### config.mk
export PLATFORM = sky130hd
export DESIGN_NAME = meter_sample_scaler_energy_integrator
export DESIGN_NICKNAME = d
export VERILOG_FILES = /design/src/rtl/msei_pkg.sv /design/src/rtl/meter_sample_scaler_energy_integrator.sv
export SDC_FILE = /design/constraint.sdc
export NUM_CORES = 2
export LEC_CHECK = 0
export BUFFER_PORTS_ARGS = -buffer_cell sky130_fd_sc_hd__buf_2
export CAP_MARGIN = 0
export CORE_MARGIN = 5
export CORE_UTILIZATION = 54
export DETAILED_ROUTE_END_ITERATION = 7
export GPL_ROUTABILITY_DRIVEN = 0
export PLACE_DENSITY = 0.81
export SYNTH_ARGS = -nofsm -noshare
export SYNTH_HDL_FRONTEND = slang
export SYNTH_SLANG_ARGS = --single-unit
### constraint.sdc
create_clock -name clock -period 42.8 [get_ports clock]
set_input_delay 8.56 -clock clock [delete_from_list [all_inputs] [get_ports clock]]
set_output_delay 8.56 -clock clock [all_outputs]
set_load 0.1 [all_outputs]
### src/rtl/msei_pkg.sv
package msei_pkg;

   // Port widths
   localparam int REQ_TDATA_W = 176;
   localparam int REQ_TUSER_W = 4;
   localparam int RSP_TDATA_W = 128;
   localparam int RSP_TUSER_W = 3;
   localparam int CSR_ADDR_W  = 2;
   localparam int CSR_DATA_W  = 16;

   // Register reset values
   localparam logic [15:0] DEADBAND_RST   = 16'd50;
   localparam logic [3:0]  FAIL_LIMIT_RST = 4'd4;
   localparam logic [15:0] MAX_GAP_RST    = 16'd5000;

   // Status word bit that flags a voltage sag
   localparam int SAG_BIT = 1;

   // Energy kept as whole Wh plus a uWh remainder below one Wh.
   // 2^64 uWh = WH_MAX Wh + WRAP_REM uWh.
   localparam logic [44:0] WH_MAX        = 45'd18446744073709;
   localparam logic [19:0] UWH_PER_WH    = 20'd1000000;
   localparam logic [19:0] WRAP_REM      = 20'd551616;
   localparam logic [19:0] WRAP_REM_LOAD = 20'd448384;  // UWH_PER_WH - WRAP_REM

   // floor(x / 18e6) = floor((x >> 7) / 140625), 27-bit dividend
   localparam logic [27:0] RECIP_Q = 28'd250199980;     // ceil(2^45 / 140625)
   localparam logic [24:0] DIV_Q   = 25'd18000000;
   // floor(r / 18) = floor((r >> 1) / 9), 24-bit dividend
   localparam logic [24:0] RECIP_9 = 25'd29826162;      // ceil(2^28 / 9)

   typedef enum logic [1:0] {
      FUNC_SAMPLE   = 2'd0,
      FUNC_PRESET   = 2'd1,
      FUNC_TAKE_SAG = 2'd2,
      FUNC_NOP      = 2'd3
   } func_type;

   typedef enum logic [1:0] {
      CSR_DEADBAND   = 2'd0,
      CSR_FAIL_LIMIT = 2'd1,
      CSR_MAX_GAP    = 2'd2
   } csr_idx_type;

   typedef struct packed {
      logic        [15:0] voltage_cv;
      logic        [15:0] current_ma;
      logic signed [15:0] power_w;
      logic        [15:0] freq_chz;
      logic signed [15:0] power_factor_milli;
   } held_type;

   // Result fields fixed at the front of the pipe
   typedef struct packed {
      held_type held;
      logic     reading_valid;
      logic     faulted;
      logic     sag_event;
   } snap_type;

   // Energy preset carried down to the accumulator stage
   typedef struct packed {
      logic        load;
      logic [44:0] wh;
      logic [19:0] rem;
   } eop_type;

endpackage

### src/rtl/meter_sample_scaler_energy_integrator.sv
// Pipeline from req word accepted to rsp_tvalid: input reg, product, quotient, remainder,
// remainder / 18, accumulate into the output reg.
// Throughput: 1 word per clock; all stages advance together, stalled only by rsp_tready.
// The reading state (stage 1) and the energy accumulator (Wh + uWh remainder, stage 5) are
// the only loops, and each closes within its own stage.
// Reset (synchronous, active high): pipe empty, energy, fail count, valid flag, sag latch
// and held reading cleared, config registers back to 50 mA / 4 / 5000 ms.
module meter_sample_scaler_energy_integrator
   import msei_pkg::*;
(
   input  logic                   clock,
   input  logic                   reset,
   // config write port
   input  logic                   csr_we,
   input  logic [CSR_ADDR_W-1:0]  csr_addr,
   input  logic [CSR_DATA_W-1:0]  csr_wdata,
   // sample words
   input  logic                   req_tvalid,
   output logic                   req_tready,
   // raw_current, raw_voltage, raw_power, raw_freq, raw_pf, elapsed_ms,
   // status_word, preset_wh, zero pad
   input  logic [REQ_TDATA_W-1:0] req_tdata,
   // func[1:0], read_ok, status_ok
   input  logic [REQ_TUSER_W-1:0] req_tuser,
   // result words
   output logic                   rsp_tvalid,
   input  logic                   rsp_tready,
   // voltage_cv, current_ma, power_w, freq_chz, power_factor_milli, total_wh, zero pad
   output logic [RSP_TDATA_W-1:0] rsp_tdata,
   // reading_valid, faulted, sag_event
   output logic [RSP_TUSER_W-1:0] rsp_tuser
);

   // ---------------------------------------------------------------- config
   logic [15:0] deadband_ff;
   logic [3:0]  fail_limit_ff;
   logic [15:0] max_gap_ff;

   always_ff @(posedge clock) begin
      if (reset) begin
         deadband_ff   <= DEADBAND_RST;
         fail_limit_ff <= FAIL_LIMIT_RST;
         max_gap_ff    <= MAX_GAP_RST;
      end else if (csr_we) begin
         unique case (csr_idx_type'(csr_addr))
            CSR_DEADBAND:   deadband_ff   <= csr_wdata;
            CSR_FAIL_LIMIT: fail_limit_ff <= csr_wdata[3:0];
            CSR_MAX_GAP:    max_gap_ff    <= csr_wdata;
            default: ;
         endcase
      end
   end

   // ---------------------------------------------------------------- pipe control
   // One enable for every stage: the pipe moves when the output register is free.
   logic adv;
   logic s1_valid_ff, s2_valid_ff, s3_valid_ff, s4_valid_ff, s5_valid_ff, rsp_valid_ff;

   assign adv        = !rsp_valid_ff || rsp_tready;
   assign req_tready = adv;
   assign rsp_tvalid = rsp_valid_ff;

   always_ff @(posedge clock) begin
      if (reset) begin
         s1_valid_ff  <= 1'b0;
         s2_valid_ff  <= 1'b0;
         s3_valid_ff  <= 1'b0;
         s4_valid_ff  <= 1'b0;
         s5_valid_ff  <= 1'b0;
         rsp_valid_ff <= 1'b0;
      end else if (adv) begin
         s1_valid_ff  <= req_tvalid;
         s2_valid_ff  <= s1_valid_ff;
         s3_valid_ff  <= s2_valid_ff;
         s4_valid_ff  <= s3_valid_ff;
         s5_valid_ff  <= s4_valid_ff;
         rsp_valid_ff <= s5_valid_ff;
      end
   end

   // ---------------------------------------------------------------- stage 1: input reg
   func_type    s1_func_ff;
   logic        s1_read_ok_ff, s1_status_ok_ff;
   logic [15:0] s1_current_ff, s1_voltage_ff, s1_power_ff, s1_freq_ff, s1_pf_ff;
   logic [31:0] s1_elapsed_ff;
   logic [15:0] s1_status_ff;
   logic [44:0] s1_preset_ff;

   always_ff @(posedge clock) begin
      if (adv) begin
         s1_func_ff      <= func_type'(req_tuser[1:0]);
         s1_read_ok_ff   <= req_tuser[2];
         s1_status_ok_ff <= req_tuser[3];
         s1_current_ff   <= req_tdata[15:0];
         s1_voltage_ff   <= req_tdata[31:16];
         s1_power_ff     <= req_tdata[47:32];
         s1_freq_ff      <= req_tdata[63:48];
         s1_pf_ff        <= req_tdata[79:64];
         s1_elapsed_ff   <= req_tdata[111:80];
         s1_status_ff    <= req_tdata[127:112];
         s1_preset_ff    <= req_tdata[172:128];
      end
   end

   // Reading state: updated as a word leaves stage 1
   logic [3:0] fail_ff, fail_in;
   logic       vflag_ff, vflag_in;
   logic       sag_ff, sag_in;
   held_type   held_ff, held_in;

   logic        sag_set, below, pos_power, integ, preset_over;
   logic [15:0] cur_db, pw_db, pf_conv;
   logic [14:0] prod_a;
   logic [15:0] prod_b;
   snap_type    s1_snap;
   eop_type     s1_eop;

   always_comb begin
      sag_set = (s1_func_ff == FUNC_SAMPLE) && s1_status_ok_ff && s1_status_ff[SAG_BIT];

      // deadband zeroes current and power together
      below  = s1_current_ff < deadband_ff;
      cur_db = below ? 16'd0 : s1_current_ff;
      pw_db  = below ? 16'd0 : s1_power_ff;

      // sign-magnitude to two's complement; negative zero comes out as 0
      pf_conv = s1_pf_ff[15] ? (16'd0 - {1'b0, s1_pf_ff[14:0]}) : {1'b0, s1_pf_ff[14:0]};

      pos_power = (pw_db != 16'd0) && !pw_db[15];
      integ     = (s1_elapsed_ff != 32'd0) && (s1_elapsed_ff < {16'd0, max_gap_ff})
                  && pos_power;

      // preset above 2^64 uWh wraps once
      preset_over = s1_preset_ff > WH_MAX;

      sag_in   = sag_ff;
      fail_in  = fail_ff;
      vflag_in = vflag_ff;
      held_in  = held_ff;
      prod_a   = '0;
      prod_b   = '0;
      s1_eop   = '0;

      case (s1_func_ff)
         FUNC_SAMPLE: begin
            if (sag_set) sag_in = 1'b1;
            if (!s1_read_ok_ff) begin
               if (fail_ff < fail_limit_ff) fail_in = 4'(fail_ff + 4'd1);
               if (fail_in >= fail_limit_ff) vflag_in = 1'b0;
            end else begin
               fail_in                    = '0;
               vflag_in                   = 1'b1;
               held_in.voltage_cv         = s1_voltage_ff;
               held_in.current_ma         = cur_db;
               held_in.power_w            = pw_db;
               held_in.freq_chz           = s1_freq_ff;
               held_in.power_factor_milli = pf_conv;
               if (integ) begin
                  prod_a = pw_db[14:0];
                  prod_b = s1_elapsed_ff[15:0];
               end
            end
         end
         FUNC_PRESET: begin
            s1_eop.load = 1'b1;
            s1_eop.wh   = preset_over ? 45'(s1_preset_ff - WH_MAX - 45'd1) : s1_preset_ff;
            s1_eop.rem  = preset_over ? WRAP_REM_LOAD : 20'd0;
         end
         FUNC_TAKE_SAG: sag_in = 1'b0;
         default: ;
      endcase

      s1_snap.held          = held_in;
      s1_snap.reading_valid = vflag_in;
      s1_snap.faulted       = fail_in >= fail_limit_ff;
      s1_snap.sag_event     = sag_ff | sag_set;
   end

   always_ff @(posedge clock) begin
      if (reset) begin
         fail_ff  <= '0;
         vflag_ff <= 1'b0;
         sag_ff   <= 1'b0;
         held_ff  <= '0;
      end else if (s1_valid_ff && adv) begin
         fail_ff  <= fail_in;
         vflag_ff <= vflag_in;
         sag_ff   <= sag_in;
         held_ff  <= held_in;
      end
   end

   // ---------------------------------------------------------------- stage 2: W*ms
   // increment = floor(5*W*ms / 18) uWh, split into Wh (q) and uWh (r) parts
   logic [30:0] s2_prod_ff;
   snap_type    s2_snap_ff, s3_snap_ff, s4_snap_ff, s5_snap_ff, rsp_snap_ff;
   eop_type     s2_eop_ff, s3_eop_ff, s4_eop_ff, s5_eop_ff;

   logic [33:0] s2_x;
   logic [54:0] s2_qm;

   always_comb begin
      s2_x  = ({3'd0, s2_prod_ff} << 2) + {3'd0, s2_prod_ff};
      s2_qm = {28'd0, s2_x[33:7]} * {27'd0, RECIP_Q};
   end

   // ---------------------------------------------------------------- stage 3/4: remainder
   logic [9:0]  s3_q_ff, s4_q_ff, s5_q_ff;
   logic [24:0] s3_x_ff, s4_r_ff;
   logic [19:0] s5_r_ff;
   logic [34:0] s3_qd;
   logic [48:0] s4_rm;

   always_comb begin
      s3_qd = {25'd0, s3_q_ff} * {10'd0, DIV_Q};
      s4_rm = {25'd0, s4_r_ff[24:1]} * {24'd0, RECIP_9};
   end

   always_ff @(posedge clock) begin
      if (adv) begin
         s2_prod_ff <= {16'd0, prod_a} * {15'd0, prod_b};
         s2_snap_ff <= s1_snap;
         s2_eop_ff  <= s1_eop;

         s3_q_ff    <= s2_qm[54:45];
         s3_x_ff    <= s2_x[24:0];
         s3_snap_ff <= s2_snap_ff;
         s3_eop_ff  <= s2_eop_ff;

         // remainder below 18e6 fits 25 bits, so the low bits suffice
         s4_q_ff    <= s3_q_ff;
         s4_r_ff    <= s3_x_ff - s3_qd[24:0];
         s4_snap_ff <= s3_snap_ff;
         s4_eop_ff  <= s3_eop_ff;

         s5_q_ff    <= s4_q_ff;
         s5_r_ff    <= s4_rm[47:28];
         s5_snap_ff <= s4_snap_ff;
         s5_eop_ff  <= s4_eop_ff;
      end
   end

   // ---------------------------------------------------------------- stage 5: accumulate
   logic [44:0] wh_ff, wh_in;
   logic [19:0] rem_ff, rem_in;
   logic [20:0] rem_sum;
   logic [19:0] rem_a;
   logic        carry, over;
   logic [45:0] wh_sum;
   logic [44:0] rsp_wh_ff;

   always_comb begin
      rem_sum = {1'b0, rem_ff} + {1'b0, s5_r_ff};
      carry   = rem_sum >= {1'b0, UWH_PER_WH};
      rem_a   = carry ? 20'(rem_sum - {1'b0, UWH_PER_WH}) : rem_sum[19:0];
      wh_sum  = {1'b0, wh_ff} + {36'd0, s5_q_ff} + {45'd0, carry};
      // reached 2^64 uWh: take it off once
      over    = (wh_sum > {1'b0, WH_MAX}) || ((wh_sum == {1'b0, WH_MAX}) && (rem_a >= WRAP_REM));

      wh_in  = wh_sum[44:0];
      rem_in = rem_a;
      if (over) begin
         if (rem_a >= WRAP_REM) begin
            rem_in = rem_a - WRAP_REM;
            wh_in  = 45'(wh_sum - {1'b0, WH_MAX});
         end else begin
            rem_in = rem_a + WRAP_REM_LOAD;
            wh_in  = 45'(wh_sum - {1'b0, WH_MAX} - 46'd1);
         end
      end
      if (s5_eop_ff.load) begin
         wh_in  = s5_eop_ff.wh;
         rem_in = s5_eop_ff.rem;
      end
   end

   always_ff @(posedge clock) begin
      if (reset) begin
         wh_ff  <= '0;
         rem_ff <= '0;
      end else if (s5_valid_ff && adv) begin
         wh_ff  <= wh_in;
         rem_ff <= rem_in;
      end
   end

   // ---------------------------------------------------------------- output reg
   always_ff @(posedge clock) begin
      if (adv) begin
         rsp_snap_ff <= s5_snap_ff;
         rsp_wh_ff   <= wh_in;
      end
   end

   assign rsp_tdata = {3'd0,
                       rsp_wh_ff,
                       rsp_snap_ff.held.power_factor_milli,
                       rsp_snap_ff.held.freq_chz,
                       rsp_snap_ff.held.power_w,
                       rsp_snap_ff.held.current_ma,
                       rsp_snap_ff.held.voltage_cv};
   assign rsp_tuser = {rsp_snap_ff.sag_event, rsp_snap_ff.faulted, rsp_snap_ff.reading_valid};

   // ---------------------------------------------------------------- checks
   a_rem_range: assert property (@(posedge clock) disable iff (reset)
      rem_ff < UWH_PER_WH)
      else $error("uWh remainder out of range");

   a_energy_norm: assert property (@(posedge clock) disable iff (reset)
      (wh_ff < WH_MAX) || ((wh_ff == WH_MAX) && (rem_ff < WRAP_REM)))
      else $error("energy accumulator above 2^64 uWh");

   a_sag_take: assert property (@(posedge clock) disable iff (reset)
      (s1_valid_ff && adv && (s1_func_ff == FUNC_TAKE_SAG)) |=> !sag_ff)
      else $error("sag latch not cleared by take");

endmodule
==> summary.md <==
| Metric | Value |
|---|---|
| Netlist Area Pre-Place | `slightly below 80000 sq um` |
| Number of global-route vias before repair | `53900` |
| Run status | `completed` |
| Via density per instance | `around 5.8` |
| Critical path buffer and inverter count | `4` |
| Clock tree skew after final layout | `roughly 52 ps` |
| Final setup viols | `0` |
| Number of nets in the final layout | `between 8000 and 9000` |
| Worst path cell trace | `buf_2 -> nor2b_1 -> buf_4 -> inv_8 -> buf_2` |
| Average wire length per cell after detail routing | `20.5 microns` |
| Root buf cell | `sky130_fd_sc_hd__clkbuf_16` |
| Period utilization | `a little over two fifths` |
| Standard cell core area | `142000 sq um` |
| End-of-flow core utilization | `59.5%` |
| Number of max-cap violations | `0` |
| Class of the most critical hold timing path | `reg -> reg` |
| Sequential Power Share | `a little over a fifth` |
| Final period demand of the worst path | `roughly 18000 ps` |
| Final standard cell count with taps included and fillers excluded | `8921` |
| Number of buffers created by CTS | `about 110` |
| Slew of the pin with the lowest slew margin | `around 1200 ps` |
| Most common library cell in the layout ignoring fill and taps | `sky130_fd_sc_hd__edfxtp_1` |
| Number of nets with antenna violations after routing | `0` |
| Synth warnings | `0` |
| Number of placed cells counting well taps | `~8700` |
| Area added between synthesis and finish | `9.39%` |
| Required time worst endpoint | `around 34000 ps` |
| Switching part of the total power | `43.1%` |
| Standard-cell row count | `between 100 and 150` |
| Critical path startpoint category | `input port` |
| Synthesized instance count | `between 6000 and 7000` |
| Number of buffer cells added on primary ports | `approximately 310` |
| Initial drt markers | `4860` |
| Number of antenna violations at the first check in global routing | `16` |
| Setup TNS | `0 ps` |
| Relative contribution of combinational cells to total power | `67.2%` |
| DRT Pass-1 Iters | `8` |
| Count of hold buffers inserted by post-cts repair | `0` |
| Slowest Stage Delay on Critical Path | `between 500 and 600 ps` |
| Number of distinct library cells after synthesis | `126` |
| Top library cells by usage in the layout, fill and taps aside | `sky130_fd_sc_hd__edfxtp_1 (939), sky130_fd_sc_hd__inv_1 (907), sky130_fd_sc_hd__ha_1 (715)` |
| Clock sink count | `1132` |
| Power density relative to cell area | `~91 nW/um^2` |
| Share of synthesized flip-flops with an asynchronous set or reset | `0%` |
| H-tree Lvls | `3` |
| Top fanout value on the critical path | `101` |
| Count of flip-flops with a built-in enable after synthesis | `about 940` |
| Switching power | `roughly 3.3 mW` |
| Half-perimeter wire length after detailed placement | `between 100000 and 150000 microns` |
| Effective utilization at floorplan | `between 50% and 60%` |
| Clock network fraction of total power | `approximately an eighth` |
| Static Leak | `39.7 nW` |
| All-layer global routing usage | `24.2%` |
| Pins over their slew limit | `0` |
| Die Area | `around 150000 sq um` |
| Arr. time, crit path | `slightly below 10000 ps` |
| Vias after detailed routing | `about 52000` |
| DRC violations left | `0` |
| Overall routed net length | `approximately 180000 microns` |
| TritonCTS clock tree | `done` |
| Io pins | `roughly 340` |
| F_max | `approximately 0.054 GHz` |
| Worst IR Drop VDD | `approximately 0.35 mV` |
| Internal power | `4.36 mW` |
| Cell type with the highest occurrence count on the critical path | `sky130_fd_sc_hd__buf_2` |
| Slew margin rel. | `roughly a fifth` |
| Number of buffers inserted to repair setup after CTS | `0` |
| Clock transition at path regs | `approximately 60 ps` |
| Critical path's top delay family | `buffers and inverters` |
| Slowest stage cell, crit path | `sky130_fd_sc_hd__buf_2` |
| Largest net degree at the start of global routing | `approximately 200` |
| Worst hold slack | `roughly 380 ps` |
| CP endpoint kind | `output pin` |
| Fill cells | `about 11000` |
| Mean post-synth cell area | `about 12 sq um` |
| Setup Crit Path Kind | `in -> out` |
| Commonest register cell after synthesis | `sky130_fd_sc_hd__edfxtp_1` |
| Sequential fraction of the synthesis area | `around two fifths` |
| Number of buffers on the longest clock path | `3` |
| Wire length of the first global-routing pass | `290000 microns` |
| Clock latency reported for the late side of the worst-skew pair | `approximately 730 ps` |
| Share of layout cells above drive strength 1 | `9.63%` |
| Unrepaired setup endpoints after global routing | `no` |
| Number of gates resized after cts | `0` |
| Total grt overflow | `0` |
| Chip width | `388 microns` |
| Die H | `388 microns` |
| Final Hold Vio Count | `0` |
| Number of synthesized register bits | `1132` |
## cell type report
cell class	count	area [sq um]	share of cell area, %
multi-input combinational	4398	40900	48.5
antenna	9	22.5	0.0267
tap	1890	2360	2.81
inverter	910	3420	4.06
clock inverter	61	592	0.702
timing repair buffer	385	2130	2.53
clock buffer	136	2800	3.33
sequential	1132	32100	38.0
## worst paths after layout
kind,start,endpoint,slack [ps],depth (start not counted)
max reg2reg,s2_prod_ff[2],s3_q_ff[9],29900,45
min reg2reg,s2_eop_ff[26],s3_eop_ff[26],380,0
max,rsp_tready,req_tready,24300,5
min,s2_eop_ff[26],s3_eop_ff[26],380,0
## cell usage after synthesis (31+ instances only)
cell | n | area (sq um)
sky130_fd_sc_hd__nor2b_1 | 40 | 250
sky130_fd_sc_hd__clkbuf_1 | 138 | 518
sky130_fd_sc_hd__o211ai_1 | 41 | 308
sky130_fd_sc_hd__a211oi_1 | 31 | 233
sky130_fd_sc_hd__o21ai_0 | 175 | 876
sky130_fd_sc_hd__nand2b_1 | 44 | 275
sky130_fd_sc_hd__nand4_1 | 37 | 231
sky130_fd_sc_hd__xnor2_1 | 188 | 1650
sky130_fd_sc_hd__a22o_1 | 35 | 307
sky130_fd_sc_hd__o21a_1 | 50 | 375
sky130_fd_sc_hd__fa_1 | 714 | 14300
sky130_fd_sc_hd__nor2_1 | 467 | 1750
sky130_fd_sc_hd__edfxtp_1 | 939 | 28200
sky130_fd_sc_hd__inv_1 | 908 | 3410
sky130_fd_sc_hd__ha_1 | 715 | 8950
sky130_fd_sc_hd__and2_1 | 98 | 613
sky130_fd_sc_hd__dfxtp_1 | 193 | 3860
sky130_fd_sc_hd__nor3_1 | 169 | 846
sky130_fd_sc_hd__nand3_1 | 74 | 370
sky130_fd_sc_hd__xor2_1 | 94 | 823
sky130_fd_sc_hd__a21o_1 | 75 | 563
sky130_fd_sc_hd__o21ai_1 | 34 | 170
sky130_fd_sc_hd__and3_1 | 39 | 244
sky130_fd_sc_hd__nand2_1 | 582 | 2180
sky130_fd_sc_hd__a21oi_1 | 188 | 941
## routing by layer
layer | track usage (%) | share of wire [%]
met2 | 39.1 | 47
met3 | 6.19 | 9.8
met4 | 10.1 | 4.7
met1 | 31.1 | 38
met5 | 0 | 0
## registers in the layout, indices dropped and copies added, names as in the netlist, 32 cells and up
name,count
s2_snap_ff,83
wh_ff,45
s5_eop_ff,47
rsp_tdata,80
s1_preset_ff,45
s2_eop_ff,47
s3_snap_ff,83
s1_elapsed_ff,32
s4_eop_ff,47
s3_eop_ff,47
s4_snap_ff,83
held_ff,80
s5_snap_ff,83
rsp_wh_ff,45
## logic make-up (layout without fill, tap and decap cells)
logic type      after synthesis  after routing  share of synthesized area [%]
simple gates               1723           1723                           10.5
buf+inv                    1091           1492                           5.44
other cells                   1             12                        0.00487
mux                          25             25                          0.349
fa+ha+maj                  1429           1429                           30.2
xor+xnor                    288            288                           3.33
flops                      1132           1132                           41.6
compound gates              930            930                           8.57
## worst reg2reg max path, delay by kind of cell (launching register included)
family	cells	cell delay, ps
flip-flops	1	400
AO/OA/AOI/OAI	25	6220
AND/OR/NAND/NOR	3	230
adder cells (fa/ha/maj)	10	4430
buffers and inverters	5	550
XOR/XNOR	2	790
## power by group through the flow
| stage | clock, mW | combinational [mW] | sequential, mW |
|---|---|---|---|
| floorplan | 0 | 3.87 | 1.67 |
| global placement | 0 | 4.88 | 1.62 |
| detailed placement | 0 | 5.10 | 1.62 |
| CTS | 0.930 | 5.17 | 1.60 |
| global route | 0.979 | 5.93 | 1.60 |
| finish | 0.913 | 5.15 | 1.60 |
## metrics by stage
| step | cell area, sq um | setup WS, ps | total power, mW |
|---|---|---|---|
| floorplan | 77100 | 7800 | 5.53 |
| global placement | 80900 | 24330 | 6.50 |
| detailed placement | 80900 | 24300 | 6.72 |
| CTS | 84300 | 24300 | 7.70 |
| global route | 84300 | 24260 | 8.52 |
| finish | 84300 | 24300 | 7.67 |
No activity file was read; power rests on OpenSTA's default activity.
